--- src/hw/rtl/bfs_pkg.sv ---
`timescale 1ns / 1ps
// Shared constants, types and the blend function of the bilinear frame scaler.
package bfs_pkg;

    localparam int SRC_WIDTH_DEF  = 640;
    localparam int SRC_HEIGHT_DEF = 480;

    localparam int POS_W       = 12;
    localparam int COLOR_W     = 24;
    localparam int SIZE_W      = 13;
    localparam int CFG_IDX_W   = 8;
    localparam int QUO_W       = 13;
    localparam int REM_W       = 12;
    localparam int QUEUE_DEPTH = 4;
    localparam int HALF_ONE    = 32768;

    localparam logic [SIZE_W-1:0] OUT_WIDTH_RST  = 13'd640;
    localparam logic [SIZE_W-1:0] OUT_HEIGHT_RST = 13'd480;
    localparam logic [SIZE_W-1:0] SIZE_MIN       = 13'd1;
    localparam logic [SIZE_W-1:0] SIZE_MAX       = 13'd4096;

    localparam logic [CFG_IDX_W-1:0] REG_OUT_WIDTH  = 8'd0;
    localparam logic [CFG_IDX_W-1:0] REG_OUT_HEIGHT = 8'd1;

    localparam logic OP_WRITE   = 1'b0;
    localparam logic OP_REQUEST = 1'b1;

    typedef enum logic {
        KIND_WRITE,
        KIND_REQUEST
    } kind_t;

    typedef struct packed {
        kind_t              kind;
        logic [POS_W-1:0]   px;
        logic [POS_W-1:0]   py;
        logic [COLOR_W-1:0] color;
    } entry_t;

    function automatic logic [7:0] lerp8(input logic [7:0] p, input logic [7:0] q,
                                         input logic [7:0] w);
        logic [16:0] acc;
        acc = 17'(p) * (17'd256 - 17'(w)) + 17'(q) * 17'(w);
        return acc[15:8];
    endfunction

endpackage

--- src/hw/rtl/bfs_front.sv ---
`timescale 1ns / 1ps
// Input stage that accepts beats, drops writes outside the frame and feeds the queue.
module bfs_front #(
    parameter int SRC_WIDTH  = bfs_pkg::SRC_WIDTH_DEF,
    parameter int SRC_HEIGHT = bfs_pkg::SRC_HEIGHT_DEF
) (
    input  logic                          clk,
    input  logic                          rst_n,
    input  logic                          in_valid,
    output logic                          in_ready,
    input  logic                          opcode,
    input  logic [bfs_pkg::POS_W-1:0]     pos_x,
    input  logic [bfs_pkg::POS_W-1:0]     pos_y,
    input  logic [bfs_pkg::COLOR_W-1:0]   source_color,
    input  logic                          busy,
    input  logic                          q_ready,
    output logic                          push,
    output bfs_pkg::entry_t               push_data
);
    import bfs_pkg::*;

    logic   f_valid_reg;
    entry_t f_entry_reg;
    logic   accept;
    logic   keep;

    assign in_ready = !busy && (!f_valid_reg || q_ready);
    assign accept   = in_valid && in_ready;
    assign keep     = (opcode == OP_REQUEST)
                   || (({1'b0, pos_x} < (POS_W + 1)'(SRC_WIDTH))
                   &&  ({1'b0, pos_y} < (POS_W + 1)'(SRC_HEIGHT)));

    always_ff @(posedge clk or negedge rst_n)
    begin
        if (!rst_n)
        begin
            f_valid_reg <= 1'b0;
        end
        else if (accept)
        begin
            f_valid_reg       <= keep;
            f_entry_reg.kind  <= (opcode == OP_REQUEST) ? KIND_REQUEST : KIND_WRITE;
            f_entry_reg.px    <= pos_x;
            f_entry_reg.py    <= pos_y;
            f_entry_reg.color <= source_color;
        end
        else if (q_ready)
        begin
            f_valid_reg <= 1'b0;
        end
    end

    assign push      = f_valid_reg && q_ready;
    assign push_data = f_entry_reg;

endmodule

--- config.mk ---
export PLATFORM = sky130hd
export DESIGN_NAME = bfs_front
export DESIGN_NICKNAME = d
export VERILOG_FILES = /design/src/hw/rtl/bfs_pkg.sv /design/src/hw/rtl/bfs_front.sv
export SDC_FILE = /design/constraint.sdc
export NUM_CORES = 1
export LEC_CHECK = 0
export ABC_AREA = 1
export BUFFER_PORTS_ARGS = -buffer_cell sky130_fd_sc_hd__buf_2
export CAP_MARGIN = 20
export CORE_ASPECT_RATIO = 1.25
export CORE_MARGIN = 5
export CORE_UTILIZATION = 41
export CTS_CLUSTER_DIAMETER = 80
export CTS_CLUSTER_SIZE = 40
export DETAILED_ROUTE_END_ITERATION = 12
export PLACE_DENSITY = 0.8
export SLEW_MARGIN = 20
export SYNTH_ARGS = -nofsm -noshare
export SYNTH_HDL_FRONTEND = slang
export SYNTH_SLANG_ARGS = --single-unit
--- constraint.sdc ---
create_clock -name clk -period 2.4 [get_ports clk]
set_input_delay 0.48 -clock clk [delete_from_list [all_inputs] [get_ports clk]]
set_output_delay 0.48 -clock clk [all_outputs]
set_load 0.02 [all_outputs]
# --- Word-level counts from Yosys, hierarchy flattened ---
# Index checks and enable logic that the tools add are counted.
totals:
  mem_count: 0
  elab_cells: 20
  mem_bits_rw: 0
  reg_bits: 50
  romBits: 0
  latch_bits: 0
  inputBits: 54
op_classes:
  n_reduce_logical: 10
  div: 0
  n_addsub: 0
  order_cmp: 2
  n_mul: 0
  shift: 0
  n_mux: 3
  n_eq_ne: 0
  n_bitwise: 0
ops:
  columns: ["op", "count"]
  rows:
  - ["$lt 12x10->1 const B", 1]
  - ["$lt 12x9->1 const B", 1]
  - ["$logic_and 1x1->1", 4]
  - ["$mux 1", 3]
  - ["$logic_not 1->1", 2]
  - ["$logic_or 1x1->1", 2]
  - ["$reduce_and 2->1", 1]
  - ["$reduce_bool 2->1", 1]

# --- Longest topological paths before layout ---
# Gate-level depths: netlist (run 1).
depth:
  word_depth: 5
  ltp_mapped: 7
  ltp_nobuf: 7

# --- Worst setup path after synthesis (run 1) ---
# Ideal clock, no wire load.
synth_timing:
  path_type: "input to register"
  startpoint: "input port q_ready"
  endpoint: "register f_entry_reg (netlist bit push_data[0]), enable pin"
  path_stages: 3
  setup_slack_ns: -0.131
  setup_ns: 0.412
  arrival_time_ns: 2.120
  t_required_ns: 1.988
  cell_sequence: "nor2_2 -> nor2_1 -> and3_1"
synth_via:
  elab_chain_cells: 4
synth_lines:
  columns: ["element", "line_no", "text"]
  rows:
  - ["start: declaration", "bfs_front.sv:16", "input logic q_ready,"]
  - ["$logic_or 1x1->1", "bfs_front.sv:27", "assign in_ready = !busy && (!f_valid_reg || q_ready);"]
  - ["$logic_and 1x1->1", "bfs_front.sv:27", null]
  - ["net in_ready", "bfs_front.sv:10", "output logic in_ready,"]
  - ["$logic_and 1x1->1", "bfs_front.sv:28", "assign accept = in_valid && in_ready;"]
  - ["$reduce_and 2->1 (no source line)", null, null]
  - ["end: declaration", "bfs_front.sv:23", "entry_t f_entry_reg;"]
# The timed path passes the listed nets, and every way through them passes these cells.
# A chain may end at the register's enable or synchronous reset.

# --- Worst setup path after layout (run 1) ---
layout_timing:
  startpoint: "input port rst_n"
  endpoint: "register f_entry_reg (netlist bit push_data[20]), enable pin"
layout_via:
  elab_chain_cells: 1
layout_lines:
  columns: ["element", "line_no", "text"]
  rows:
  - ["start: declaration", "bfs_front.sv:8", "input logic rst_n,"]
  - ["$reduce_and 2->1 (no source line)", null, null]
# Every way passes these cells.

==> flow_metrics.env, run 1 <==
export IMPL_post_dp_cell_area_sq_mm=0.002211
export IMPL_grt_max_degree=50
export IMPL_synth_cell_types=9
export IMPL_grt_ovfl_total=0
export IMPL_syn_avg_cell_area_sq_um=21.35
export IMPL_final_common_cell="buf_2"
export IMPL_cp_max_fo=49
export IMPL_core_sq_mm=0.003785
export IMPL_p_total_uw=1680
export IMPL_io_pins=105
export IMPL_initial_utilization_pct=42.31
export IMPL_fin_util_pct=61.55
export IMPL_drc=0
export IMPL_avgRoutedWirePerCell_microns=13.68
export IMPL_largest_register_ffs=49
export IMPL_routed_wl_microns=3325
export IMPL_grt_pass1_wl_microns=4905
export IMPL_hold_path_class="primary input to flip-flop"
export IMPL_port_buffers=104
export IMPL_fin_area_sq_mm=0.002330
export IMPL_status="complete, no violations"
export IMPL_hold_viol=0
export IMPL_fin_worst_skew_ps=1.920
export IMPL_multi_input_area_sq_um=83.83
export IMPL_ys_warn_count=0
export IMPL_grt_antenna_before_repair=0
export IMPL_max_freq_mhz=622.5
export IMPL_setup_worst_path_start_class="primary input"
export IMPL_first_pass_iters=4
export IMPL_p_per_area_mw_per_mm2=721.3
export IMPL_rows=25
export IMPL_tightest_slew_ps=249.2
export IMPL_die_h_microns=79.88
export IMPL_layout_common_cells="buf_2 (104), edfxtp_1 (49), nand2_1 (8), nor2_1 (7), inv_1 (6)"
export IMPL_worst_path_buf_inv=3
export IMPL_place_hpwl_microns=2670
export IMPL_htreeDepth=2
export IMPL_seq_area_sq_mm=0.001496
export IMPL_fin_cells=243
export IMPL_ys_ff_latch=50
export IMPL_gp_congestion=0.7244
export IMPL_area_delta_synth_final_pct=45.47
export IMPL_nets=242
export IMPL_wl_met1_microns=1029
export IMPL_synth_seq_area_share_pct=93.44
export IMPL_grt_use_total_pct=13.04
export IMPL_setup_viol=0
export IMPL_postSynthNetCount=129
export IMPL_relSlewSlack_pct=83.39
export IMPL_num_fill_cells=306
export IMPL_period_share_pct=66.93
export IMPL_die_w_microns=65.90
export IMPL_cp_required_ps=2380
export IMPL_cts_resized_gates=0
export IMPL_rsz0062_at_grt="no"
export IMPL_path_clk_slew_ps=80
export IMPL_dr_max_layer_used="met4"
export IMPL_netlist_area_sq_mm=0.001602
export IMPL_num_vias=1047
export IMPL_clkLatencyLatePin_ps=290
export IMPL_wl_met2_microns=1684
export IMPL_slowest_stage="dlygate4sd3_1"
export IMPL_layout_min_cycle_time_ps=1606
export IMPL_drt_iter0_markers=14
export IMPL_ir_worst_vdd_mv=0.5260
export IMPL_met3_length_microns=560
export IMPL_fp_dieArea_sq_mm=0.005264
export IMPL_crit_path_max_incr_delay_ps=520
export IMPL_drive_above_1_share_pct=60.85
export IMPL_critPathTopFamily="buffers and inverters"
export IMPL_slew_violations=0
export IMPL_root_buffer="clkbuf_8"
export IMPL_cts_sinks=50
export IMPL_crit_chain="dlygate4sd3_1, buf_2, and3_2, buf_12"
export IMPL_cts_tree="done"
export IMPL_cts_buffers_inserted=5
export IMPL_diodes=0
export IMPL_syn_inst=75
export IMPL_crit_path_end_kind="flip-flop"
export IMPL_post_cts_buffers=0
export IMPL_cp_arrival_ps=1590
export IMPL_fin_setup_tns_ps=0
export IMPL_leakagePower_uw=0.001013
export IMPL_ant_nets=0
export IMPL_path_class="primary input to flip-flop"
export IMPL_grt_pass1_vias=1061
export IMPL_clockBufferDepth=2
export IMPL_dp_cells=234
export IMPL_cap_violations=0
export IMPL_viasPerCell=4.309
## cell usage after synthesis
master | number | area (sq um)
nor3b_1 | 1 | 7.510
nor2_1 | 7 | 26.28
or2_0 | 1 | 6.260
edfxtp_1 | 49 | 1471
and3_1 | 1 | 6.260
nand2_1 | 8 | 30.03
dfrtp_1 | 1 | 25.02
nor2_2 | 1 | 6.260
inv_1 | 6 | 22.52
## stage by stage
step | hold WS [ps] | setup slack [ps]
6_report | 357.3 | 793.6
5_1_grt | 330.3 | 736.4
4_1_cts | 346.5 | 811.4
3_5_place_dp | 262.9 | 878.7
3_3_place_gp | 259.9 | 900.2
2_1_floorplan | 184.4 | 383.4
## area by class of cell
class                      instances  share of cell area [%]
tap                               54                   2.900
clock buffer                       5                   2.954
timing repair buffer             106                   23.63
clock inverter                     3                   1.719
inverter                           6                  0.9667
multi-input combinational         19                   3.598
sequential                        50                   64.23
## where the power goes
part | internal (uW) | switching, uW | total [uW]
logic | 54.8 | 74.4 | 129
registers | 988 | 5.33 | 994
clock network | 306 | 251 | 557
## path summary, 6_finish.rpt
check | from | endpoint | slack [ps] | cells after the start
hold / removal | pos_x[1] | push_data[37] | 360 | 1
max in group asynchronous | rst_n | f_valid_reg | 1820 | 2
setup reg to reg | f_valid_reg | push_data[20] | 990 | 5
setup / recovery | rst_n | push_data[20] | 790 | 4
min in group asynchronous | rst_n | f_valid_reg | 490 | 2
hold reg to reg | f_valid_reg | f_valid_reg | 620 | 4
## logic make-up (layout without fill, tap and decap cells)
kind of cell / Yosys count / count (layout) / share of synthesized area (%)
flops: 50 / 50 / 93.44
simple gates: 19 / 19 / 5.158
buf+inv: 6 / 120 / 1.406
## worst register-to-register path, stage by stage, from the launching register on
cell,delay (ps)
dfrtp_1,380
inv_1,70
nor2_2,50
nor2_1,110
and3_2,220
buf_12,250
## repair_timing
item                                   in CTS  in global routing
hold buffers                                1                  0
setup endpoints to repair                   0                  0
endpoints found under the hold margin       1                  0
## metal layers
layer / global-route usage [%] / vias to the layer above
li1: - / 501
met2: 22.67 / 69
met3: 9.014 / 5
met5: 0 / -
met4: 5.602 / 0
met1: 11.15 / 472
Note: power is estimated with default switching activity, not from simulation.
==> run 2: changes to the inputs <==
- CORE_UTILIZATION: 41 -> 37
- PLACE_DENSITY: 0.8 -> 0.77
- clock period: 2.4 -> 1.36 ns (I/O delays scaled with it)
==> flow_metrics.env, run 2 (synthesis results as in run 1) <==
export IMPL_cp_required_ps=1370
export IMPL_grt_pass1_vias=1068
export IMPL_grt_antenna_before_repair=0
export IMPL_avgRoutedWirePerCell_microns=13.40
export IMPL_slew_violations=0
export IMPL_die_h_microns=83.56
export IMPL_p_sw_share_pct=19.75
export IMPL_grt_ovfl_total=0
export IMPL_drc=0
export IMPL_drt_iter0_markers=15
export IMPL_rows=26
export IMPL_gp_congestion=0.6729
export IMPL_seq_area_sq_mm=0.001496
export IMPL_fin_cells=247
export IMPL_port_buffers=104
export IMPL_hold_viol=0
export IMPL_fin_worst_skew_ps=2.860
export IMPL_grt_pass1_wl_microns=4830
export IMPL_multi_input_area_sq_um=100.1
export IMPL_cp_max_fo=20
export IMPL_largest_register_ffs=49
export IMPL_cts_buffers_inserted=5
export IMPL_area_delta_synth_final_pct=49.61
export IMPL_die_w_microns=68.85
export IMPL_fin_setup_tns_ps=0
export IMPL_clkPwrFrac_pct=33.2
export IMPL_seqPwrFrac_pct=58.6
export IMPL_cap_violations=0
export IMPL_viasPerCell=4.126
export IMPL_ant_nets=0
export IMPL_clkLatencyLatePin_ps=290
export IMPL_path_class="primary input to flip-flop"
export IMPL_fp_dieArea_sq_mm=0.005752
export IMPL_hold_path_class="primary input to flip-flop"
export IMPL_period_share_pct=96.10
export IMPL_path_clk_slew_ps=80
export IMPL_cp_arrival_ps=1320
export IMPL_crit_path_end_kind="flip-flop"
export IMPL_p_switching_uw=591.6
export IMPL_clockBufferDepth=2
export IMPL_setup_viol=0
export IMPL_layout_min_cycle_time_ps=1307
export IMPL_place_hpwl_microns=2707
export IMPL_combPwrFrac_pct=8.3
export IMPL_core_sq_mm=0.004131
export IMPL_num_fill_cells=350
export IMPL_p_total_uw=2995
export IMPL_routed_wl_microns=3310
export IMPL_p_per_area_mw_per_mm2=1250
export IMPL_setup_worst_path_start_class="primary input"
export IMPL_hold_slack_ps=148.4
export IMPL_num_vias=1019
export IMPL_grt_max_degree=21
export IMPL_max_freq_mhz=765.1
export IMPL_io_pins=105
export IMPL_status="complete, no violations"
export IMPL_drive_above_1_share_pct=61.78
export IMPL_tightest_slew_ps=177.5
export IMPL_nets=244
export IMPL_dp_cells=238
export IMPL_diodes=0
export IMPL_cts_sinks=50
export IMPL_first_pass_iters=3
export IMPL_fin_util_pct=58.00
export IMPL_rsz0062_at_grt="yes"
export IMPL_relSlewSlack_pct=88.14
export IMPL_post_cts_buffers=0
export IMPL_cts_tree="done"
export IMPL_htreeDepth=2
export IMPL_leakagePower_uw=0.001025
export IMPL_final_common_cell="buf_2"
export IMPL_grt_use_total_pct=11.76
export IMPL_internal_power_uw=2404
export IMPL_root_buffer="clkbuf_8"
export IMPL_initial_utilization_pct=38.76
export IMPL_layout_common_cells="buf_2 (103), edfxtp_1 (49), nand2_1 (8), nor2_1 (6)"
export IMPL_ir_worst_vdd_mv=0.8610
## run 2: power by group through the flow
stage	clock network, uW	registers, uW	logic, uW
5_1_grt	1110	1760	270
3_3_place_gp	0	1790	239
6_report	993	1750	248
3_5_place_dp	0	1790	244
2_1_floorplan	0	1850	42.4
4_1_cts	1030	1750	247
## run 2: path summary, 6_finish.rpt
kind                                  start            end  slack [ps]  depth (start not counted)
min in group asynchronous             rst_n    f_valid_reg         280                          2
worst max-delay path                  rst_n   push_data[9]          50                          4
worst max register to register  f_valid_reg   push_data[9]          60                          5
worst min register to register  f_valid_reg    f_valid_reg         640                          4
worst min-delay path               pos_x[1]  push_data[37]         150                          1
max in group asynchronous             rst_n    f_valid_reg         990                          2
## run 2: worst max-delay path, cell delays in order
cell and delay (ps):
dlygate4sd3_1 520, buf_2 110, and3_4 240, buf_12 170
## run 2: stage by stage
stage	setup slack (ps)	cell area [sq um]
after detailed placement	78.78	2265
after global routing	-1.932	2396
after CTS	0.6565	2385
after global placement	102.8	2265
after floorplan	-154.3	1614
final	53.06	2396
## run 2: per-layer routing
metal | global-route usage, % | vias to the layer above | wire length, microns
met2 | 20.57 | 64 | 1713
met4 | 4.255 | 0 | 49
met3 | 7.547 | 6 | 542
met5 | 0 | - | 0
met1 | 10.27 | 447 | 1004
li1 | - | 502 | -
## run 2: layout make-up
type	count	area share (%)
timing repair buffer	108	24.91
inverter	6	0.9399
tap	56	2.924
clock inverter	2	1.567
clock buffer	6	3.029
sequential	50	62.45
multi-input combinational	19	4.178
## run 2: repair_timing
item	CTS	global route
resized for setup	0	4
endpoints found under the hold margin	1	0
endpoints found under the setup margin	0	1
hold buffers	1	0
