File: src/hw/rtl/bfs_pkg.sv
`timescale 1ns / 1ps
// Shared constants, types and the blend function of the bilinear frame scaler.
package bfs_pkg;

    localparam int SRC_WIDTH_DEF  = 640;
    localparam int SRC_HEIGHT_DEF = 480;

    localparam int POS_W       = 12;
    localparam int COLOR_W     = 24;
    localparam int SIZE_W      = 13;
    localparam int CFG_IDX_W   = 8;
    localparam int QUO_W       = 13;
    localparam int REM_W       = 12;
    localparam int QUEUE_DEPTH = 4;
    localparam int HALF_ONE    = 32768;

    localparam logic [SIZE_W-1:0] OUT_WIDTH_RST  = 13'd640;
    localparam logic [SIZE_W-1:0] OUT_HEIGHT_RST = 13'd480;
    localparam logic [SIZE_W-1:0] SIZE_MIN       = 13'd1;
    localparam logic [SIZE_W-1:0] SIZE_MAX       = 13'd4096;

    localparam logic [CFG_IDX_W-1:0] REG_OUT_WIDTH  = 8'd0;
    localparam logic [CFG_IDX_W-1:0] REG_OUT_HEIGHT = 8'd1;

    localparam logic OP_WRITE   = 1'b0;
    localparam logic OP_REQUEST = 1'b1;

    typedef enum logic {
        KIND_WRITE,
        KIND_REQUEST
    } kind_t;

    typedef struct packed {
        kind_t              kind;
        logic [POS_W-1:0]   px;
        logic [POS_W-1:0]   py;
        logic [COLOR_W-1:0] color;
    } entry_t;

    function automatic logic [7:0] lerp8(input logic [7:0] p, input logic [7:0] q,
                                         input logic [7:0] w);
        logic [16:0] acc;
        acc = 17'(p) * (17'd256 - 17'(w)) + 17'(q) * 17'(w);
        return acc[15:8];
    endfunction

endpackage

File: src/hw/rtl/bfs_recip.sv
`timescale 1ns / 1ps
// Size registers and the shared iterative divider that derives the sampling steps.
module bfs_recip #(
    parameter int SRC_WIDTH  = bfs_pkg::SRC_WIDTH_DEF,
    parameter int SRC_HEIGHT = bfs_pkg::SRC_HEIGHT_DEF
) (
    input  logic                                clk,
    input  logic                                rst_n,
    input  logic                                cfg_valid,
    output logic                                cfg_ready,
    input  logic [bfs_pkg::CFG_IDX_W-1:0]       cfg_index,
    input  logic [bfs_pkg::SIZE_W-1:0]          cfg_data,
    output logic                                busy,
    output logic [bfs_pkg::SIZE_W-1:0]          h_eff,
    output logic [$clog2(SRC_WIDTH)+16:0]       step_x,
    output logic [$clog2(SRC_HEIGHT)+15:0]      qh,
    output logic [bfs_pkg::REM_W-1:0]           rh
);
    import bfs_pkg::*;

    localparam int SX_W  = $clog2(SRC_WIDTH) + 17;
    localparam int QH_W  = $clog2(SRC_HEIGHT) + 16;
    localparam int DIV_W = (SX_W > QH_W) ? SX_W : QH_W;
    localparam int CNT_W = $clog2(DIV_W);
    localparam int RB_W  = SIZE_W + 1;
    localparam logic [DIV_W-1:0] X_NUM = DIV_W'(SRC_WIDTH) << 16;
    localparam logic [DIV_W-1:0] Y_NUM = DIV_W'(SRC_HEIGHT) << 15;
    localparam logic [CNT_W-1:0] LAST  = CNT_W'(DIV_W - 1);

    typedef enum logic [1:0] {
        ST_IDLE,
        ST_DIV_X,
        ST_DIV_Y
    } state_t;

    state_t             state_reg;
    logic [CNT_W-1:0]   cnt_reg;
    logic [DIV_W-1:0]   num_reg;
    logic [DIV_W-1:0]   num_next;
    logic [RB_W-1:0]    rem_reg;
    logic [RB_W-1:0]    rem_next;
    logic [RB_W-1:0]    rem_shift;
    logic [SIZE_W-1:0]  width_reg;
    logic [SIZE_W-1:0]  height_reg;
    logic [SIZE_W-1:0]  w_eff;
    logic [SIZE_W-1:0]  divisor;
    logic [SX_W-1:0]    step_x_reg;
    logic [QH_W-1:0]    qh_reg;
    logic [REM_W-1:0]   rh_reg;
    logic               cfg_fire;

    function automatic logic [SIZE_W-1:0] clamp_size(input logic [SIZE_W-1:0] v);
        logic [SIZE_W-1:0] r;
        r = v;
        if (v < SIZE_MIN) begin
            r = SIZE_MIN;
        end else if (v > SIZE_MAX) begin
            r = SIZE_MAX;
        end
        return r;
    endfunction

    assign cfg_ready = 1'b1;
    assign cfg_fire  = cfg_valid && cfg_ready;
    assign w_eff     = clamp_size(width_reg);
    assign h_eff     = clamp_size(height_reg);
    assign divisor   = (state_reg == ST_DIV_Y) ? h_eff : w_eff;
    assign rem_shift = {rem_reg[SIZE_W-1:0], num_reg[DIV_W-1]};

    always_comb
    begin
        if (rem_shift >= RB_W'(divisor))
        begin
            rem_next = rem_shift - RB_W'(divisor);
            num_next = {num_reg[DIV_W-2:0], 1'b1};
        end
        else
        begin
            rem_next = rem_shift;
            num_next = {num_reg[DIV_W-2:0], 1'b0};
        end
    end

    always_ff @(posedge clk or negedge rst_n)
    begin
        if (!rst_n)
        begin
            width_reg  <= OUT_WIDTH_RST;
            height_reg <= OUT_HEIGHT_RST;
            state_reg  <= ST_DIV_X;
            cnt_reg    <= '0;
            num_reg    <= X_NUM;
            rem_reg    <= '0;
        end
        else if (cfg_fire)
        begin
            if (cfg_index == REG_OUT_WIDTH)
            begin
                width_reg <= cfg_data;
            end
            else if (cfg_index == REG_OUT_HEIGHT)
            begin
                height_reg <= cfg_data;
            end
            state_reg <= ST_DIV_X;
            cnt_reg   <= '0;
            num_reg   <= X_NUM;
            rem_reg   <= '0;
        end
        else
        begin
            case (state_reg)
                ST_DIV_X:
                begin
                    if (cnt_reg == LAST)
                    begin
                        step_x_reg <= num_next[SX_W-1:0];
                        num_reg    <= Y_NUM;
                        rem_reg    <= '0;
                        cnt_reg    <= '0;
                        state_reg  <= ST_DIV_Y;
                    end
                    else
                    begin
                        num_reg <= num_next;
                        rem_reg <= rem_next;
                        cnt_reg <= cnt_reg + 1'b1;
                    end
                end
                ST_DIV_Y:
                begin
                    if (cnt_reg == LAST)
                    begin
                        qh_reg    <= num_next[QH_W-1:0];
                        rh_reg    <= rem_next[REM_W-1:0];
                        state_reg <= ST_IDLE;
                    end
                    else
                    begin
                        num_reg <= num_next;
                        rem_reg <= rem_next;
                        cnt_reg <= cnt_reg + 1'b1;
                    end
                end
                default:
                begin
                    state_reg <= ST_IDLE;
                end
            endcase
        end
    end

    assign busy   = (state_reg != ST_IDLE);
    assign step_x = step_x_reg;
    assign qh     = qh_reg;
    assign rh     = rh_reg;

endmodule

File: config.mk
export PLATFORM = sky130hd
export DESIGN_NAME = bfs_recip
export DESIGN_NICKNAME = d
export VERILOG_FILES = /design/src/hw/rtl/bfs_pkg.sv /design/src/hw/rtl/bfs_recip.sv
export SDC_FILE = /design/constraint.sdc
export NUM_CORES = 1
export LEC_CHECK = 0
export ABC_AREA = 1
export BUFFER_PORTS_ARGS = -buffer_cell sky130_fd_sc_hd__buf_4
export CORE_MARGIN = 2
export CORE_UTILIZATION = 57
export DETAILED_ROUTE_END_ITERATION = 16
export GPL_TIMING_DRIVEN = 1
export PLACE_DENSITY = 0.79
export SYNTH_ARGS = -nofsm -noshare
export SYNTH_HDL_FRONTEND = slang
export SYNTH_SLANG_ARGS = --single-unit
File: constraint.sdc
create_clock -name clk -period 5.53 [get_ports clk]
set_input_delay 0.2765 -clock clk [delete_from_list [all_inputs] [get_ports clk]]
set_output_delay 0.2765 -clock clk [all_outputs]
set_load 0.02 [all_outputs]
Yosys cells after proc, flatten, opt, wreduce, memory -nomap -nowiden

Cells that the tools add are included.

Register bits: 137
Latch bits: 0
RAM bits: 0
Memory bits (read-only): 0
Input port bits: 24
Output and inout port bits: 79
Logic and storage cells: 57
Memories kept: 0

Add/subtract/negate cells: 2
Multipliers: 0
Div/mod/pow operators: 0
$lt $le $gt $ge: 5
Eq/ne operators: 7
Shifts and indexed selects: 0
Multiplexer cells: 23
Bitwise logic cells: 2
Reduce and logical (&&, ||, !) cells: 9

Operators with widths:

| kind                                                        | count |
|---|---|
| 2-to-1 mux 13 bit                                           | 9 |
| 2-to-1 mux 27 bit                                           | 3 |
| case mux 27 bit (2 select lines)                            | 1 |
| greater-than comparator 13 bit, second input constant       | 2 |
| less-than comparator 13 x 1 -> 1 bit, second input constant | 2 |
| case mux 13 bit (2 select lines)                            | 1 |
| 2-to-1 mux 5 bit                                            | 3 |
| greater-or-equal comparator 14 x 13 -> 1 bit                | 1 |
| subtractor 13 bit                                           | 1 |
| case mux 5 bit (2 select lines)                             | 1 |
| equality test 8 x 1 -> 1 bit, second input constant         | 1 |
| zero test 8 bit                                             | 1 |
| AND reduction 4 bit                                         | 2 |
| 2-to-1 mux 2 bit                                            | 3 |
| inequality test 3 bit, second input constant                | 2 |
| AND reduction 2 bit                                         | 3 |
| adder 5 x 1 -> 5 bit, second input constant                 | 1 |
| equality test 5 bit, second input constant                  | 1 |
| case mux 2 bit (2 select lines)                             | 1 |
| inequality test 3 x 2 -> 1 bit, second input constant       | 1 |
| AND reduction 3 bit                                         | 1 |
| nonzero test 3 bit                                          | 1 |
| equality test 2 x 1 -> 1 bit, second input constant         | 1 |
| equality test 2 bit, second input constant                  | 1 |
| other kinds (3)                                             | 4 |

Longest topological paths before layout

Word-level depth: 9
Gate-level depth with buffers: 21
Gate-level depth less buffers: 21

Worst setup path after synthesis

No wires, ideal clock.

Path kind: flip-flop to flip-flop
Start: register state_reg[0]
End: register qh_reg[0], in the netlist qh[0], enable pin
Arrival: 4.285 ns
Slack: 0.721 ns
Stages on the path, launching flop included: 5
Buffers on the path: 1
Clock period less this slack: 4.809 ns
Cell sequence: dfstp_2 > inv_1 > nand2_1 > buf_2 > nor4_1

Word-level cells in the longest chain between the ends: 2

RTL lines:

| element                              | RTL line         | RTL |
|---|---|---|
| start, declared                      | bfs_recip.sv:36  | `state_t state_reg;` |
| start signal, assigned               | bfs_recip.sv:90  | `state_reg <= ST_DIV_X;` |
| start signal, assigned               | bfs_recip.sv:105 | `state_reg <= ST_DIV_X;` |
| start signal, assigned               | bfs_recip.sv:121 | `state_reg <= ST_DIV_Y;` |
| equality test 2 bit                  | bfs_recip.sv:112 | `case (state_reg)` |
| AND reduction 4 bit (no source line) | -                |  |
| end signal, assigned                 | bfs_recip.sv:134 | `qh_reg <= num_next[QH_W-1:0];` |
| end, declared                        | bfs_recip.sv:48  | `logic [QH_W-1:0] qh_reg;` |

No other way between the ends.
A chain may end at the register's enable or synchronous reset.

Worst setup path after layout

Start: register state_reg[0]
End: register rh_reg[9], in the netlist rh[9], data pin

Word-level cells in the longest chain between the ends: 4
Elaborated cells on any way between the ends: 5

RTL lines:

| element                                                                                  | RTL line                         | RTL |
|---|---|---|
| equality test 2 bit (*)                                                                  | bfs_recip.sv:67                  | `assign divisor = (state_reg == ST_DIV_Y) ? h_eff : w_eff;` |
| 2-to-1 mux 13 bit (*)                                                                    | bfs_recip.sv:67                  |  |
| subtractor 13 bit / greater-or-equal comparator 14 x 13 -> 1 bit (equally long branches) | bfs_recip.sv:74, bfs_recip.sv:72 |  |
| 2-to-1 mux 13 bit (*)                                                                    | bfs_recip.sv:72                  | `if (rem_shift >= RB_W'(divisor))` |
| named net rem_next[9]                                                                    | bfs_recip.sv:41                  | `logic [RB_W-1:0] rem_next;` |
| end signal, assigned                                                                     | bfs_recip.sv:135                 | `rh_reg <= rem_next[REM_W-1:0];` |
| end, declared                                                                            | bfs_recip.sv:49                  | `logic [REM_W-1:0] rh_reg;` |

Mark *: on every way through the listed nets, which the timed path passes. The rest lies on a longest branch.

==> out/qor.tcl <==
set qor(synth-edff-count) 64
set qor(worstHoldStart) {cfg_data[5]}
set qor(critical_path_peak_fanout) 22
set qor(worst_r2r_startpoint) {state_reg[0]}
set qor(worstPathArrival_ns) 3.93
set qor(clkPwrFrac) 0.312
set qor(hpwl_um) 10100
set qor(via_per_inst) 5.38
set qor(floorplan.rows) 38
set qor(die_w_um) 110
set qor(synth_fp_nets) 709
set qor(clk-insertion-delay-late_ns) 0.52
set qor(total_vias_in_the_final_route) 4996
set qor(grt_antenna_before_repair) 0
set qor(grt_usage) 0.267
set qor(finalSetupViolCount) 0
set qor(cts.sink_count) 137
set qor(power.density_cell_area_nw_per_um2) 435
set qor(cell_area_after_synthesis_sq_um) 6360
set qor(leakage_uw) 0.00367
set qor(wire_length_of_the_first_global_routing_pass_um) 24200
set qor(synth_seq_cells) 137
set qor(io_port_bufs) 101
set qor(synth.yosys.seq_area_share) 0.591
set qor(required_ns) 5.81
set qor(ys_types) 37
set qor(setup-tns-final_ns) 0
set qor(synth_top_cells_by_area) {edfxtp_1, dfrtp_1, nand2_1, inv_1, dfstp_2}
set qor(hold_path_class) {input port to flop}
set qor(synth-async-reset-ratio) 0.533
set qor(grt_max_degree) 73
set qor(worst-slew-pin-transition_ns) 0.907
set qor(critical_path_class) {flop to flop}
set qor(worst_setup_path_startpoint) {state_reg[0]}
set qor(grt.overflow.total) 0
set qor(synth_area_per_cell_sq_um) 9.51
set qor(cts_setup_buffers) 0
set qor(yosys_warnings) 0
set qor(drtPass1Iterations) 7
set qor(floorplan.die.height_um) 110
set qor(cp_startpoint_kind) {flop}
set qor(drt_first_iter_violations) 280
set qor(critPathSlowestCell) {dfstp_2}
set qor(coreArea_sq_um) 10900
set qor(final.setup.worst_slack_ns) 1.88
set qor(top_level_i_o_count) 103
set qor(net-switching-power_uw) 1180
set qor(starting_density) 0.584
set qor(slew_headroom) 0.396
set qor(most_frequent_cells_after_synthesis) {nand2_1, inv_1, dfrtp_1, edfxtp_1, o21ai_0}
set qor(max-clock-path-buffers) 2
set qor(first_global_vias) 4999
set qor(clkTransAtPathRegs_ns) 0.06
set qor(switching_share) 0.347
set qor(finalMaxSlewViolations) 0
set qor(finalWirelength_um) 14700
set qor(status) {completed}
set qor(period_minus_slack_ns) 3.65
set qor(cp_cell_sequence) {inv_1 -> nand2_1 -> inv_1 -> a21oi_1 -> o21ai_0 -> nand2_1 -> inv_1 -> ha_1 -> fa_1 -> inv_1 -> nand2_1 -> nand3_2 -> nand2_2 -> nand3_4 -> nand3_1 -> and2_1}
set qor(nets) 815
set qor(synthMostInstantiatedCell) {nand2_1}
set qor(diodes) 0
set qor(grt_setup_unrepaired) {no}
set qor(int_power_uw) 2220
set qor(remaining_drc_errors) 0
set qor(cts_resized) 0
set qor(hold_viol_final) 0
set qor(area_growth_syn_to_layout_pct) 22.8
set qor(cts-htree-levels) 4
set qor(clock_skew_ns) 0.0114
set qor(area_fraction_of_the_dominant_cell_type_after_synthesis) 0.302
set qor(max_stage_delay_ns) 0.52
set qor(place_worst_setup_slack_ns) 1.97
set qor(postRouteAntennaNets) 0
set qor(syn_inst_count) 669
set qor(irDropWorstVdd_uv) 271
set qor(pwr-share-seq) 0.363
set qor(gp_congestion) 0.918
set qor(max_freq_mhz) 274
set qor(synth_top_area_cell) {edfxtp_1}
set qor(clk_root_buffer_cell) {clkbuf_8}
set qor(layout_worst_path_cycle_share) 0.660
set qor(drive_gt1_frac) 0.220
set qor(ys.flop_type) {edfxtp_1}
set qor(fp.dieArea_sq_um) 12000
set qor(drv_cap) 0
set qor(post_drt_wl_per_cell_um) 15.8
set qor(crit_path_end_kind) {flop}
set qor(cts_made_buffers) 17
set qor(cpMostUsedCell) {inv_1}
set qor(cts_tree) {built}
set qor(pwr-share-comb) 0.326
## cell type report
cell class	count	area [sq um]
Sequential cell	137	3760
Fill cell	790	3080
Multi-Input combinational cell	383	2020
Timing Repair Buffer	108	821
Inverter	128	480
Clock buffer	21	429
Tap cell	140	175
Clock inverter	11	125
## per-layer routing
layer | vias up | track usage | part of all wire | wire length [um]
met5 | - | 0 | 0 | 0
met4 | 0 | 0.115 | 0.025 | 367
met3 | 35 | 0.0539 | 0.063 | 922
met2 | 206 | 0.452 | 0.50 | 7350
met1 | 2361 | 0.333 | 0.41 | 6020
li1 | 2394 | - | - | -
## what timing repair did
item / in CTS / in global routing
hold buffers: 4 / 0
hold endpoints to repair: 4 / 0
setup endpoints to repair: 0 / 0
## critical path: cells and delay by family, from the launching register on
family | cells | cell delay (ns)
adders and majority gates | 2 | 0.58
buffers and inverters | 4 | 0.49
DFF | 1 | 0.52
and+or+nand+nor | 8 | 1.53
AOI/OAI and AO/OA | 2 | 0.27
## stage by stage
stage	hold slack, ns	util	std cells	power (uW)	cell area (sq um)
after detailed placement	0.0810	0.663	892	2340	7220
after global placement	0.0835	0.663	892	2320	7220
after floorplan	-0.0191	-	669	2100	6360
final	0.0104	0.718	928	3400	7810
after global routing	0.0337	0.718	928	3640	7810
after CTS	0.00211	0.718	928	3410	7810
## power by group through the flow
stage               registers [uW]  logic (uW)  clock network [uW]
floorplan                     1230         876                   0
global placement              1250        1070                   0
detailed placement            1250        1090                   0
CTS                           1230        1110                1070
global route                  1240        1270                1120
finish                        1230        1110                1060
## placed cells by master, fill, tap and decap left out, drive strengths merged, types with 3 or more instances in the layout
cell type,netlist,layout
dfstp,9,9
nand3,45,45
nand4,21,21
dlygate4sd3,0,4
ha,15,15
inv,128,130
xnor2,5,5
nor3,5,5
buf,13,104
nor2,36,36
a21oi,9,9
nor4,3,3
nand2,152,152
and2,11,11
o21ai,53,53
edfxtp,64,64
dfrtp,64,64
o22ai,19,19
clkbuf,8,21
clkinv,0,5
## cell families (layout without fill, tap and decap cells)
group                    Yosys count  in the layout  synth area share
AND/OR/NAND/NOR                  275            275             0.200
buffers and inverters            149            268            0.0932
flip-flops                       137            137             0.591
adder cells (fa/ha/maj)           16             16            0.0326
AO/OA/AOI/OAI                     84             84            0.0729
other                              1              1          0.000589
XOR/XNOR                           7              7           0.00963
## path summary, 6_finish.rpt
kind | end | cells after the start | slack, ns
min reg2reg | qh[9] | 0 | 0.46
min in group asynchronous | state_reg[1] | 2 | 0.09
max | rh[9] | 16 | 1.88
max reg2reg | rh[9] | 16 | 1.88
min | height_reg[5] | 3 | 0.01
max in group asynchronous | rem_reg[4] | 3 | 4.36
No activity file was read; power rests on OpenSTA's default activity.
