File: config.mk
export PLATFORM = sky130hd
export DESIGN_NAME = bfs_queue
export DESIGN_NICKNAME = d
export VERILOG_FILES = /design/src/hw/rtl/bfs_pkg.sv /design/src/hw/rtl/bfs_queue.sv
export SDC_FILE = /design/constraint.sdc
export NUM_CORES = 1
export LEC_CHECK = 0
export BUFFER_PORTS_ARGS = -buffer_cell sky130_fd_sc_hd__buf_2
export CAP_MARGIN = 30
export CORE_UTILIZATION = 40
export CTS_CLUSTER_DIAMETER = 120
export CTS_CLUSTER_SIZE = 12
export DETAILED_ROUTE_END_ITERATION = 12
export MAX_ROUTING_LAYER = met4
export SLEW_MARGIN = 5
export SYNTH_ARGS = -nofsm -noshare
export SYNTH_HDL_FRONTEND = slang
export SYNTH_SLANG_ARGS = --single-unit
export TNS_END_PERCENT = 10
File: constraint.sdc
create_clock -name clk -period 4.9 [get_ports clk]
set_input_delay 0.735 -clock clk [delete_from_list [all_inputs] [get_ports clk]]
set_output_delay 0.735 -clock clk [all_outputs]
set_load 0.005 [all_outputs]
File: src/hw/rtl/bfs_pkg.sv
`timescale 1ns / 1ps
// Shared constants, types and the blend function of the bilinear frame scaler.
package bfs_pkg;

    localparam int SRC_WIDTH_DEF  = 640;
    localparam int SRC_HEIGHT_DEF = 480;

    localparam int POS_W       = 12;
    localparam int COLOR_W     = 24;
    localparam int SIZE_W      = 13;
    localparam int CFG_IDX_W   = 8;
    localparam int QUO_W       = 13;
    localparam int REM_W       = 12;
    localparam int QUEUE_DEPTH = 4;
    localparam int HALF_ONE    = 32768;

    localparam logic [SIZE_W-1:0] OUT_WIDTH_RST  = 13'd640;
    localparam logic [SIZE_W-1:0] OUT_HEIGHT_RST = 13'd480;
    localparam logic [SIZE_W-1:0] SIZE_MIN       = 13'd1;
    localparam logic [SIZE_W-1:0] SIZE_MAX       = 13'd4096;

    localparam logic [CFG_IDX_W-1:0] REG_OUT_WIDTH  = 8'd0;
    localparam logic [CFG_IDX_W-1:0] REG_OUT_HEIGHT = 8'd1;

    localparam logic OP_WRITE   = 1'b0;
    localparam logic OP_REQUEST = 1'b1;

    typedef enum logic {
        KIND_WRITE,
        KIND_REQUEST
    } kind_t;

    typedef struct packed {
        kind_t              kind;
        logic [POS_W-1:0]   px;
        logic [POS_W-1:0]   py;
        logic [COLOR_W-1:0] color;
    } entry_t;

    function automatic logic [7:0] lerp8(input logic [7:0] p, input logic [7:0] q,
                                         input logic [7:0] w);
        logic [16:0] acc;
        acc = 17'(p) * (17'd256 - 17'(w)) + 17'(q) * 17'(w);
        return acc[15:8];
    endfunction

endpackage

File: src/hw/rtl/bfs_queue.sv
`timescale 1ns / 1ps
// Short first-in first-out queue between the input stage and the sampling pipeline.
module bfs_queue (
    input  logic            clk,
    input  logic            rst_n,
    input  logic            push,
    input  bfs_pkg::entry_t push_data,
    output logic            ready,
    output logic            valid,
    output bfs_pkg::entry_t head,
    input  logic            pop
);
    import bfs_pkg::*;

    localparam int PTR_W = $clog2(QUEUE_DEPTH);
    localparam int CNT_W = PTR_W + 1;

    entry_t             slot_reg [0:QUEUE_DEPTH-1];
    logic [PTR_W-1:0]   wr_ptr_reg;
    logic [PTR_W-1:0]   rd_ptr_reg;
    logic [CNT_W-1:0]   count_reg;

    always_ff @(posedge clk)
    begin
        if (push)
        begin
            slot_reg[wr_ptr_reg] <= push_data;
        end
    end

    always_ff @(posedge clk or negedge rst_n)
    begin
        if (!rst_n)
        begin
            wr_ptr_reg <= '0;
            rd_ptr_reg <= '0;
            count_reg  <= '0;
        end
        else
        begin
            if (push)
            begin
                wr_ptr_reg <= wr_ptr_reg + 1'b1;
            end
            if (pop)
            begin
                rd_ptr_reg <= rd_ptr_reg + 1'b1;
            end
            if (push && !pop)
            begin
                count_reg <= count_reg + 1'b1;
            end
            else if (pop && !push)
            begin
                count_reg <= count_reg - 1'b1;
            end
        end
    end

    assign ready = (count_reg != CNT_W'(QUEUE_DEPTH));
    assign valid = (count_reg != '0);
    assign head  = slot_reg[rd_ptr_reg];

endmodule

* After elaboration in Yosys (flattened, before gate mapping)
Memories as Yosys holds them, arrays and structs flattened.
Index checks and enable logic that the tools add are counted.
** Operators by class
- Add/sub/neg operators :: 4
- Eq/ne operators :: 1
- Multiplexer cells :: 4
- Reductions and logical operators :: 6
** Operators by type and width (count)
- $mux W3 :: 2
- $add A2 B1 Y2 const B :: 2
- $add A3 B1 Y3 const B :: 1
- $ne A3 B3 Y1 const B :: 1
- $reduce_bool A3 Y1 :: 1
- $sub A3 B1 Y3 const B :: 1
- $logic_and A1 B1 Y1 :: 2
- $logic_not A1 Y1 :: 2
- $mux W1 :: 2
- $reduce_bool A2 Y1 :: 1
** Word-level totals
- Flip-flop bits (word level) :: 7
- Bits in writable memories :: 196
- Input bits :: 53
- Logic and storage cells :: 19
- Memories kept :: 1
** Memories
- slot_reg :: words 4, width 49, rd ports 1, clocked after memory_dff 0, wr ports 1, RTL line bfs_queue.sv:18 : entry_t slot_reg [0:QUEUE_DEPTH-1];

* Longest topological paths before layout
Gate-level depths: netlist of the first run.
- Word-level depth :: 4
- Depth in mapped cells :: 7
- Gate-level depth less buffers :: 7

* Least setup slack after synthesis of the first run
No wires, ideal clock.
- Kind :: input to register
- Start :: in push
- End :: mem slot_reg[0][0] (netlist name), enable pin
- Library setup time :: 0.411 ns
- Arrival :: 1.907 ns
- Path slack :: 2.581 ns
- Stages :: 1
- Path through :: and2_1
** Between the ends
- Cells in the longest elaborated chain, start to end :: 2
** RTL lines
- start: declaration :: RTL line bfs_queue.sv:6 : input logic push,
- $mux W1 :: RTL line bfs_queue.sv:25 : if (push)
- $mux W1 (implied by the code) :: RTL line bfs_queue.sv:27 : slot_reg[wr_ptr_reg] <= push_data;
- end: declaration :: RTL line bfs_queue.sv:18
No other way between the ends.

==> results.md, run 1 <==
- Internal power: around 3.7 mW
- Remaining Overflow, GRT: 0
- Starting Density: 0.413
- WL per Instance: 20.3 um
- I/O pin total: ~100
- #FFs+latches synth: roughly 200
- Number of synthesized flops with an enable pin: between 150 and 200
- RSZ-0062 raised after global routing: false
- WP data required: roughly 4200 ps
- Flop pwr share: 0.484
- Pwr/cell area: 576 nW/um^2
- Top Family by Delay on Critical Path: flip-flops
- Clk sinks: 203
- Final Util: 0.484
- Crit path launch type: register
- Synthesized cell area: approximately 7500 um^2
- CP Buf/Inv Count: 2
- GRT Total Usage: 0.146
- Core area: around 18000 um^2
- Clock latency on the worst-skew pair: about 480 ps
- Async S/R FF share, synth: 0.0345
- Avg Inst Size Synth: around 26 um^2
- Cell taking the most area after synthesis: edfxtp_1
- Hold Crit Class: in2async
- Outcome: finished with violations
- Post-CTS Setup Bufs: 0
- Switching share of power: 0.266
- Placed cell count: a little over 600
- YS warnings: 0
- Synth area leaders: edfxtp_1, mux4_2, dfrtp_1, buf_12, ha_1
- # fillers: between 1500 and 2000
- Psw: ~1.4 mW
- Top-area cell type share of the netlist area: 0.782
- CP Class: reg2out
- Synth cell count leaders: edfxtp_1, mux4_2, dfrtp_1
- Final setup violation count: 0
- Largest net degree at the start of global routing: 30
- H-tree depth: 1
- Row cnt: 49
- Net count after synthesis: about 350
- Via density: 5.09
- Hold Violations, Final: 0
- Worst Clk Skew: ~6.5 ps
- DRC errors left: 5
- Post_cts resized: 0
- Gate Count Post-Synth: approximately 290
- First-pass GRT wire length: about 21000 um
- Max Cap Violations: 0
- Leakage: roughly 3 nW
- CP Cell Sequence: buf_12 > mux4_1 > buf_2
- Die W: around 140 um
- Slew @ Worst Pin: roughly 700 ps
- Clock root cell: clkbuf_16
- DRT Wirelength: 13200 um
- Fraction of layout cells with a size suffix above 1: 0.444
- WP data arrival: 2330 ps
- Clk buf depth: 3
- Post-CTS Hold Buffers: 0
- Clock share of power: 0.265
- Gate power share: 0.251
- Iteration-0 DRC Markers: 165
- Initial antenna violation count: 2
- Max reg flops: 196
- Fmax: approximately 330 MHz
- CP max-delay cell: dfrtp_4
- IO Port Bufs: 103
- CP Capture Type: output port
- Total power: about 5.1 mW
- Final period utilization: 0.625
- Clock Pin Slew Worst Setup and Hold Paths: around 60 ps
- Distinct cells, synth: 19
- Die height: 139 um
- Setup TNS: 0 ps
- Failing checks: DRC
- Via Count: between 3000 and 4000
- Critical-path maximum fanout: 26
- Layout area overhead: 17.1%
- GPL Wtd Cong: 0.709
- Post-DP HPWL: 7850 um
- Clock buffer count from CTS: 20
- CP peak stage delay: between 700 and 800 ps
- Post-Layout Cell Count: 648
- Die area: between 15000 and 20000 um^2
- Vias in the first global route: between 3000 and 4000
- Max-slew violations: 0
- Max transition margin: 0.522
- Routed Antenna Nets: 0
- Period minus WS final: about 3100 ps
- Worst-case hold slack: 83.3 ps
- Prevailing post-synth register cell: edfxtp_1
- Final #Nets: 470
- Sequential share of the synthesized area: 0.805
- 1st-pass router iterations: 10
- CTS tree: done
- Peak VDD IR: approximately 0.26 mV
- Most numerous cell in the Yosys netlist: edfxtp_1
-- layer usage --
layer / routed length [um] / global-route usage / share of wire
met5: 0 / - / 0
met1: 5480 / 0.178 / 0.42
met3: 845 / 0.0363 / 0.064
met4: 182 / 0.0398 / 0.014
met2: 6650 / 0.244 / 0.51
-- cells in the final DEF (no fill, tap or decap) --
master / netlist / final
diode_2: 0 / 2
and2_2: 0 / 4
dfrtp_4: 0 / 1
o21ai_0: 1 / 1
ha_1: 5 / 5
buf_4: 0 / 5
or3_1: 1 / 1
mux2_2: 1 / 1
fa_1: 1 / 1
xor2_1: 4 / 4
dfrtp_2: 0 / 1
buf_12: 5 / 1
clkbuf_1: 1 / 7
edfxtp_1: 196 / 196
clkbuf_16: 0 / 21
nand2_1: 3 / 3
nor2_1: 2 / 2
xnor2_1: 2 / 2
dfrtp_1: 7 / 5
buf_2: 5 / 103
mux4_2: 48 / 48
mux4_1: 1 / 1
inv_1: 4 / 4
-- per-stage QoR --
step,worst slack [ps],instance area (um^2)
after floorplan,2580,7520
after global placement,2140,8230
after detailed placement,2270,8250
after CTS,1760,8810
after global routing,1690,8810
final,1840,8810
-- path summary, 6_finish.rpt --
| check | start | endpoint | slack (ps) | cells past startpoint |
|---|---|---|---|---|
| max | rd_ptr_reg[0]$_DFFE_PN0P_ | head[44] | 1840 | 3 |
| min | rst_n | wr_ptr_reg[1]$_DFFE_PN0P_ | 80 | 1 |
| max reg2reg | wr_ptr_reg[0]$_DFFE_PN0P_ | slot_reg[2][27]$_DFFE_PP_ | 2780 | 4 |
| min reg2reg | count_reg[2]$_DFFE_PN0P_ | count_reg[2]$_DFFE_PN0P_ | 480 | 1 |
| max in group asynchronous | rst_n | rd_ptr_reg[0]$_DFFE_PN0P_ | 4630 | 1 |
| min in group clk | pop | rd_ptr_reg[0]$_DFFE_PN0P_ | 460 | 2 |
-- cells by family (layout without fill, tap and decap cells) --
group | after synthesis | count (layout) | share of synthesized area
compound gates | 1 | 1 | 0.000664
other cells | 0 | 2 | 0
xor+xnor | 6 | 6 | 0.00698
flops | 203 | 203 | 0.805
fa+ha+maj | 6 | 6 | 0.0110
mux | 50 | 50 | 0.149
buf+inv | 16 | 141 | 0.0206
simple gates | 10 | 10 | 0.00665
-- power groups by stage --
| stage | clock network (mW) | registers (mW) | logic [mW] |
|---|---|---|---|
| 3_5_place_dp | 0 | 2.51 | 1.32 |
| 4_1_cts | 1.39 | 2.47 | 1.32 |
| 6_report | 1.34 | 2.46 | 1.27 |
| 2_1_floorplan | 0 | 2.38 | 0.969 |
| 3_3_place_gp | 0 | 2.56 | 1.23 |
| 5_1_grt | 1.46 | 2.50 | 1.39 |
-- area by class of cell --
cell class	instances	area (um^2)	area share
Sequential cell	203	6070	0.688
Multi-Input combinational cell	73	1310	0.149
Clock buffer	28	552	0.0626
Tap cell	229	287	0.0325
Timing Repair Buffer	109	573	0.0650
Antenna cell	2	5.00	0.000568
Inverter	4	15.0	0.00170
(Power assumes the default switching activity.)
==> inputs of run 2 (changes only) <==
clock period = 2.55 ns   (was 4.9 ns; I/O delays follow)
==> run 2 against run 1 <==
Net effect: critical path depth is the same; largest cell class unchanged; largest power group unchanged; power grew 96%; via count grew 2.4%; the run still ends with DRC left; sequential power grew 85%; combinational power grew 120%; clock power grew 97%; highest routed layer unchanged; worst hold slack gained 18 ps.
==> results.md, run 2 (synthesis gave the netlist of run 1 again) <==
- GPL Wtd Cong: 0.676 (-4.6%)
- Clock buffer count from CTS: 20 (unchanged)
- Crit path launch type: register
- 1st-pass router iterations: 10 (unchanged)
- I/O pin total: 104 (unchanged)
- Clock Pin Slew Worst Setup and Hold Paths: 60 ps (about the same)
- Final Cell Area: 8960 um^2 (+1.7%)
- First-pass GRT wire length: 20600 um (about the same)
- Core area: 18200 um^2 (unchanged)
- Clock root cell: clkbuf_16
- Die area: 19400 um^2 (unchanged)
- Die height: 139 um (unchanged)
- Slew @ Worst Pin: 564 ps (-153 ps)
- Hold Crit Class: in2reg
- DRT Wirelength: 13300 um (+0.96%)
- Fmax: between 400 and 500 MHz
- Worst Clk Skew: 13.7 ps (+7.22 ps)
- Starting Density: 0.413 (unchanged)
- Hold Violations, Final: 0 (unchanged)
- Psw: 2.68 mW (+98%)
- Max transition margin: 0.624 (+0.102)
- GRT Total Usage: 0.146 (about the same)
- Leakage: 3.09 nW (+2.4%)
- Post_cts resized: 0 (unchanged)
- CP max-delay cell: mux4_2
- H-tree depth: 1 (unchanged)
- Max reg flops: 196 (unchanged)
- Fraction of layout cells with a size suffix above 1: 0.449 (+0.00487)
- Initial antenna violation count: 3 (+1)
- Clock latency on the worst-skew pair: 490 ps (about the same)
- Commonest non-fill, non-tap cell in the layout: edfxtp_1
- Largest net degree at the start of global routing: 34 (+13%)
- WP data arrival: 1940 ps (-390 ps)
- Final period utilization: 0.912
- CP Class: reg2out
- Setup TNS: 0 ps (unchanged)
- Failing checks: DRC
- Layout area overhead: 19.1%
- Max-slew violations: 0 (unchanged)
- Pwr/cell area: 1110 nW/um^2 (+93%)
- Switching share of power: 0.269 (+0.00259)
- Outcome: finished with violations
- Die W: 139 um (unchanged)
- Gate power share: 0.277 (+0.026)
- CP peak stage delay: 550 ps (-240 ps)
- Final setup violation count: 0 (unchanged)
- Vias in the first global route: 3701 (+1.7%)
- DRC errors left: 4 (-1)
- Peak VDD IR: 0.608 mV (+140%)
- Remaining Overflow, GRT: 0 (unchanged)
- Post-DP HPWL: 8000 um (+1.9%)
- Clock share of power: 0.265 (about the same)
- Via Count: 3378 (+2.4%)
- Flop pwr share: 0.458 (-0.026)
- CP Cell Sequence: buf_12 > mux4_2 > buf_2
- Iteration-0 DRC Markers: 106 (-36%)
- WP data required: 2170 ps (-1990 ps)
- Clk sinks: 203 (unchanged)
- WL per Instance: 19.9 um (-2.2%)
- Period minus WS final: around 2300 ps
- Clk buf depth: 3 (unchanged)
- Via density: 5.05 (-0.82%)
- Routed Antenna Nets: 0 (unchanged)
- RSZ-0062 raised after global routing: false
- Final #Nets: 482 (+2.6%)
- Max Cap Violations: 0 (unchanged)
- # fillers: 1498 (-0.40%)
- Row cnt: 49 (unchanged)
- CTS tree: done
- Register area: 6070 um^2 (unchanged)
- CP Capture Type: output port
- Critical-path maximum fanout: 23 (-12%)
- Commonest non-fill, non-tap cells in the layout: edfxtp_1, buf_2, mux4_2
- Internal power: 7.27 mW (+95%)
- Area post-placement: 8350 um^2 (+1.2%)
- IO Port Bufs: 103 (unchanged)
- Multi-input gate area: 1310 um^2 (unchanged)
[run 2: cell count changes in the layout (fill, tap and decap cells not counted)]
cell and change:
buf_4 +8, diode_2 +1, dlygate4sd3_1 +1, clkbuf_16 -1, clkinv_8 +1, clkbuf_1 +8
buf_12 +3
[run 2: cell type report]
cell class                 instances  share of cell area
inverter                           4             0.00167
tap                              229              0.0320
clock buffer                      35              0.0621
timing repair buffer             121              0.0784
sequential                       203               0.677
clock inverter                     1             0.00181
multi-input combinational         73               0.147
antenna                            3            0.000837
[run 2: final timing paths]
check / slack (ps) / end / cells past startpoint / startpoint
setup / recovery: 220 / head[30] / 3 / rd_ptr_reg[0]$_DFFE_PN0P_
hold / removal: 100 / slot_reg[1][4]$_DFFE_PP_ / 1 / push_data[4]
setup reg to reg: 820 / slot_reg[1][0]$_DFFE_PP_ / 4 / wr_ptr_reg[1]$_DFFE_PN0P_
hold reg to reg: 500 / count_reg[2]$_DFFE_PN0P_ / 1 / count_reg[2]$_DFFE_PN0P_
max in group asynchronous: 2100 / rd_ptr_reg[1]$_DFFE_PN0P_ / 2 / rst_n
min in group asynchronous: 260 / wr_ptr_reg[1]$_DFFE_PN0P_ / 2 / rst_n
[run 2: metrics by stage]
| step | power [mW] | cells | hold slack [ps] | worst slack (ps) | util |
|---|---|---|---|---|---|
| after floorplan | 6.43 | 292 | 86.9 | 348 | - |
| after global placement | 7.42 | 626 | 236 | 534 | 0.459 |
| after detailed placement | 7.46 | 626 | 238 | 540 | 0.459 |
| after CTS | 10.1 | 663 | 78.7 | 5.94 | 0.491 |
| after global routing | 10.5 | 669 | 83.9 | 140 | 0.492 |
| final | 9.95 | 669 | 101 | 224 | 0.492 |
[run 2: power groups by stage]
stage	logic [mW]	registers, mW	clock network, mW
finish	2.76	4.55	2.64
global route	3.02	4.61	2.83
CTS	2.79	4.61	2.73
detailed placement	2.78	4.68	0
global placement	2.77	4.65	0
floorplan	1.86	4.57	0
[run 2: what timing repair did]
item / CTS / global route
endpoints found under the setup margin: 0 / 32
endpoints found under the hold margin: 7 / 0
hold buffers: 1 / 0
setup buffers: 0 / 3
[run 2: per-layer routing]
metal	share of wire	GRT usage
met3	0.056	0.0356
met4	0.022	0.0409
met2	0.50	0.245
met5	0	-
met1	0.42	0.177
[run 2: worst max-delay path: cells and delay by family, from the launching register on]
family / cells / cell delay, ps
muxes: 1 / 550
DFF: 1 / 500
buffers and inverters: 2 / 380
==> inputs of run 3 (changes only) <==
RECOVER_POWER = 100   (was default)
==> run 3 against run 2 <==
Net effect: the flow still finishes with violations (DRC); highest routed layer unchanged; core utilization fell by 0.61 points; flip-flop and latch count did not move; sequential share of layout area rose by 0.85 points; non-clock buffer count did not move; cell count fell by 0.15%; cell area fell by 1.2%; routed wire length rose by 0.19%; worst hold slack improved by 28 ps; critical path type unchanged; power fell by 0.66%; via count rose by 0.47%; register-to-register slack got worse by 490 ps; sequential power barely moved.
==> results.md, run 3 (synthesis gave the netlist of run 1 again) <==
- Remaining Overflow, GRT: 0 (unchanged)
- Pwr/cell area: 1120 nW/um^2 (+0.59%)
- Clock buffer count from CTS: 20 (unchanged)
- Depth of the most critical reg-to-reg path: 4 (unchanged)
- DRC errors left: 4 (unchanged)
- Clk sinks: 203 (unchanged)
- Starting Density: 0.413 (unchanged)
- Final #Nets: 482 (unchanged)
- GPL Wtd Cong: 0.676 (unchanged)
- Worst Setup EP: head[19]
- Dpl ws: 540 ps (unchanged)
- Final setup violation count: 0 (unchanged)
- I/O pin total: 104 (unchanged)
- Routed Antenna Nets: 0 (unchanged)
- FF-to-FF Start: wr_ptr_reg[1]$_DFFE_PN0P_
- Row cnt: 49 (unchanged)
- Die area: 19400 um^2 (unchanged)
- First-pass GRT wire length: 20600 um (unchanged)
- Hold Violations, Final: 0 (unchanged)
- Final period utilization: 0.909 (-0.00327)
- Die height: 139 um (unchanged)
- CP peak stage delay: 550 ps (about the same)
- Critical-path maximum fanout: 23 (unchanged)
- Vias in the first global route: 3701 (unchanged)
- Top Family by Delay on Critical Path: multiplexers
- GRT Total Usage: 0.146 (unchanged)
- Setup ws final: 233 ps (+8.34 ps)
- Crit path launch type: register
- CP Cell Sequence: buf_12 > mux4_2 > buf_2
- Via Count: 3394 (+0.47%)
- Max reg flops: 196 (unchanged)
- Worst Clk Skew: 13.4 ps (-0.277 ps)
- RSZ-0062 raised after global routing: false
- Clock Pin Slew Worst Setup and Hold Paths: 60 ps (about the same)
- Die W: 139 um (unchanged)
- WP data required: 2170 ps (about the same)
- Largest net degree at the start of global routing: 34 (unchanged)
- Cells on Worst Hold Path: 2 (+1)
- Layout area overhead: 17.7%
- Setup TNS: 0 ps (unchanged)
- 1st-pass router iterations: 11 (+1)
- # fillers: 1539 (+2.7%)
- Peak VDD IR: 0.608 mV (about the same)
- CP Capture Type: output port
- IO Port Bufs: 103 (unchanged)
- H-tree depth: 1 (unchanged)
- Via density: 5.08 (+0.62%)
- WP data arrival: 1930 ps (about the same)
- Commonest non-fill, non-tap cell in the layout: edfxtp_1
- Core area: 18200 um^2 (unchanged)
- Outcome: finished with violations
- Iteration-0 DRC Markers: 112 (+5.7%)
- WL per Instance: 19.9 um (+0.34%)
- FF-to-FF End: slot_reg[1][48]$_DFFE_PP_
- CP max-delay cell: mux4_2
- Clk buf depth: 3 (unchanged)
- Initial antenna violation count: 2 (-1)
- Failing checks: DRC
- Reg2reg setup slack: 330 ps (-490 ps)
- CP Class: reg2out
- Commonest non-fill, non-tap cells in the layout: edfxtp_1, clkbuf_1, mux4_2
- Slew @ Worst Pin: 1360 ps (+795 ps)
- DRT Wirelength: 13300 um (+0.19%)
- Hold Crit Class: in2reg
- Max transition margin: 0.0939 (-0.530)
- Max-slew violations: 0 (unchanged)
- Multi-input gate area: 1310 um^2 (-0.19%)
- Clock root cell: clkbuf_16
- CP Depth: 3 (unchanged)
- Post-DP HPWL: 8000 um (unchanged)
- Post_cts resized: 0 (unchanged)
- CP Buf/Inv Count: 2 (unchanged)
- Register area: 6070 um^2 (unchanged)
- Period minus WS final: 2320 ps (-8.34 ps)
- Clock latency on the worst-skew pair: 490 ps (about the same)
- Max Cap Violations: 0 (unchanged)
- Leakage: 2.88 nW (-6.8%)
- Worst Setup SP: rd_ptr_reg[0]$_DFFE_PN0P_
- CTS tree: done
- Fmax: 432 MHz (+0.36%)
- Fraction of layout cells with a size suffix above 1: 0.277 (-0.172)
run 3: changes by cell type in the layout (fill, tap and decap cells not counted), moves of 2 or more:
cell      delta
clkbuf_2     +3
and2_2       -2
clkbuf_1    +72
clkbuf_4     +2
buf_2       -70
and2_1       +2
buf_4        -8
run 3: area by class of cell:
cell class / count / share of cell area
Clock inverter: 1 / 0.00184
Sequential cell: 203 / 0.685
Inverter: 4 / 0.00170
Multi-Input combinational cell: 73 / 0.148
Timing Repair Buffer: 121 / 0.0674
Tap cell: 229 / 0.0324
Antenna cell: 2 / 0.000565
Clock buffer: 35 / 0.0629
run 3: how the worst min path moves through the flow:
stage | from | endpoint | slack (ps)
detailed placement | rst_n | count_reg[2]$_DFFE_PN0P_ | 240
global route | pop | rd_ptr_reg[0]$_DFFE_PN0P_ | 110
finish | pop | rd_ptr_reg[0]$_DFFE_PN0P_ | 130
global placement | rst_n | count_reg[2]$_DFFE_PN0P_ | 240
CTS | push_data[12] | slot_reg[1][12]$_DFFE_PP_ | 80
floorplan | rst_n | count_reg[0]$_DFFE_PN0P_ | 90
run 3: per-stage QoR:
stage,cell area (um^2),hold WS (ps),power [mW],instances,util
after global placement,8350,236,7.42,626,0.459
after detailed placement,8350,238,7.46,626,0.459
after floorplan,7520,86.9,6.43,292,-
final,8850,129,9.89,668,0.486
after CTS,8930,78.7,10.1,663,0.491
after global routing,8850,114,10.4,668,0.486
run 3: worst register-to-register path: cells and delay by family (launching register included):
kind	cells	cell delay, ps
and+or+nand+nor	1	830
adders and majority gates	1	140
DFF	1	410
buffers and inverters	2	500
run 3: repair_timing:
item	4_1_cts	5_1_grt
endpoints found under the hold margin	7	0
setup buffers	0	3
setup endpoints to repair	0	32
hold buffers	1	0
run 3: routing by layer:
metal / track usage / part of all wire
met5: - / 0
met4: 0.0409 / 0.022
met3: 0.0356 / 0.061
met2: 0.245 / 0.50
met1: 0.177 / 0.41
run 3: report_power, final:
group / switching, mW / leakage [nW] / internal (mW) / total (mW)
Combinational: 1.35 / 0.730 / 1.34 / 2.68
Clock: 1.16 / 0.271 / 1.48 / 2.64
Sequential: 0.181 / 1.88 / 4.38 / 4.57
Total: 2.69 / 2.88 / 7.20 / 9.89
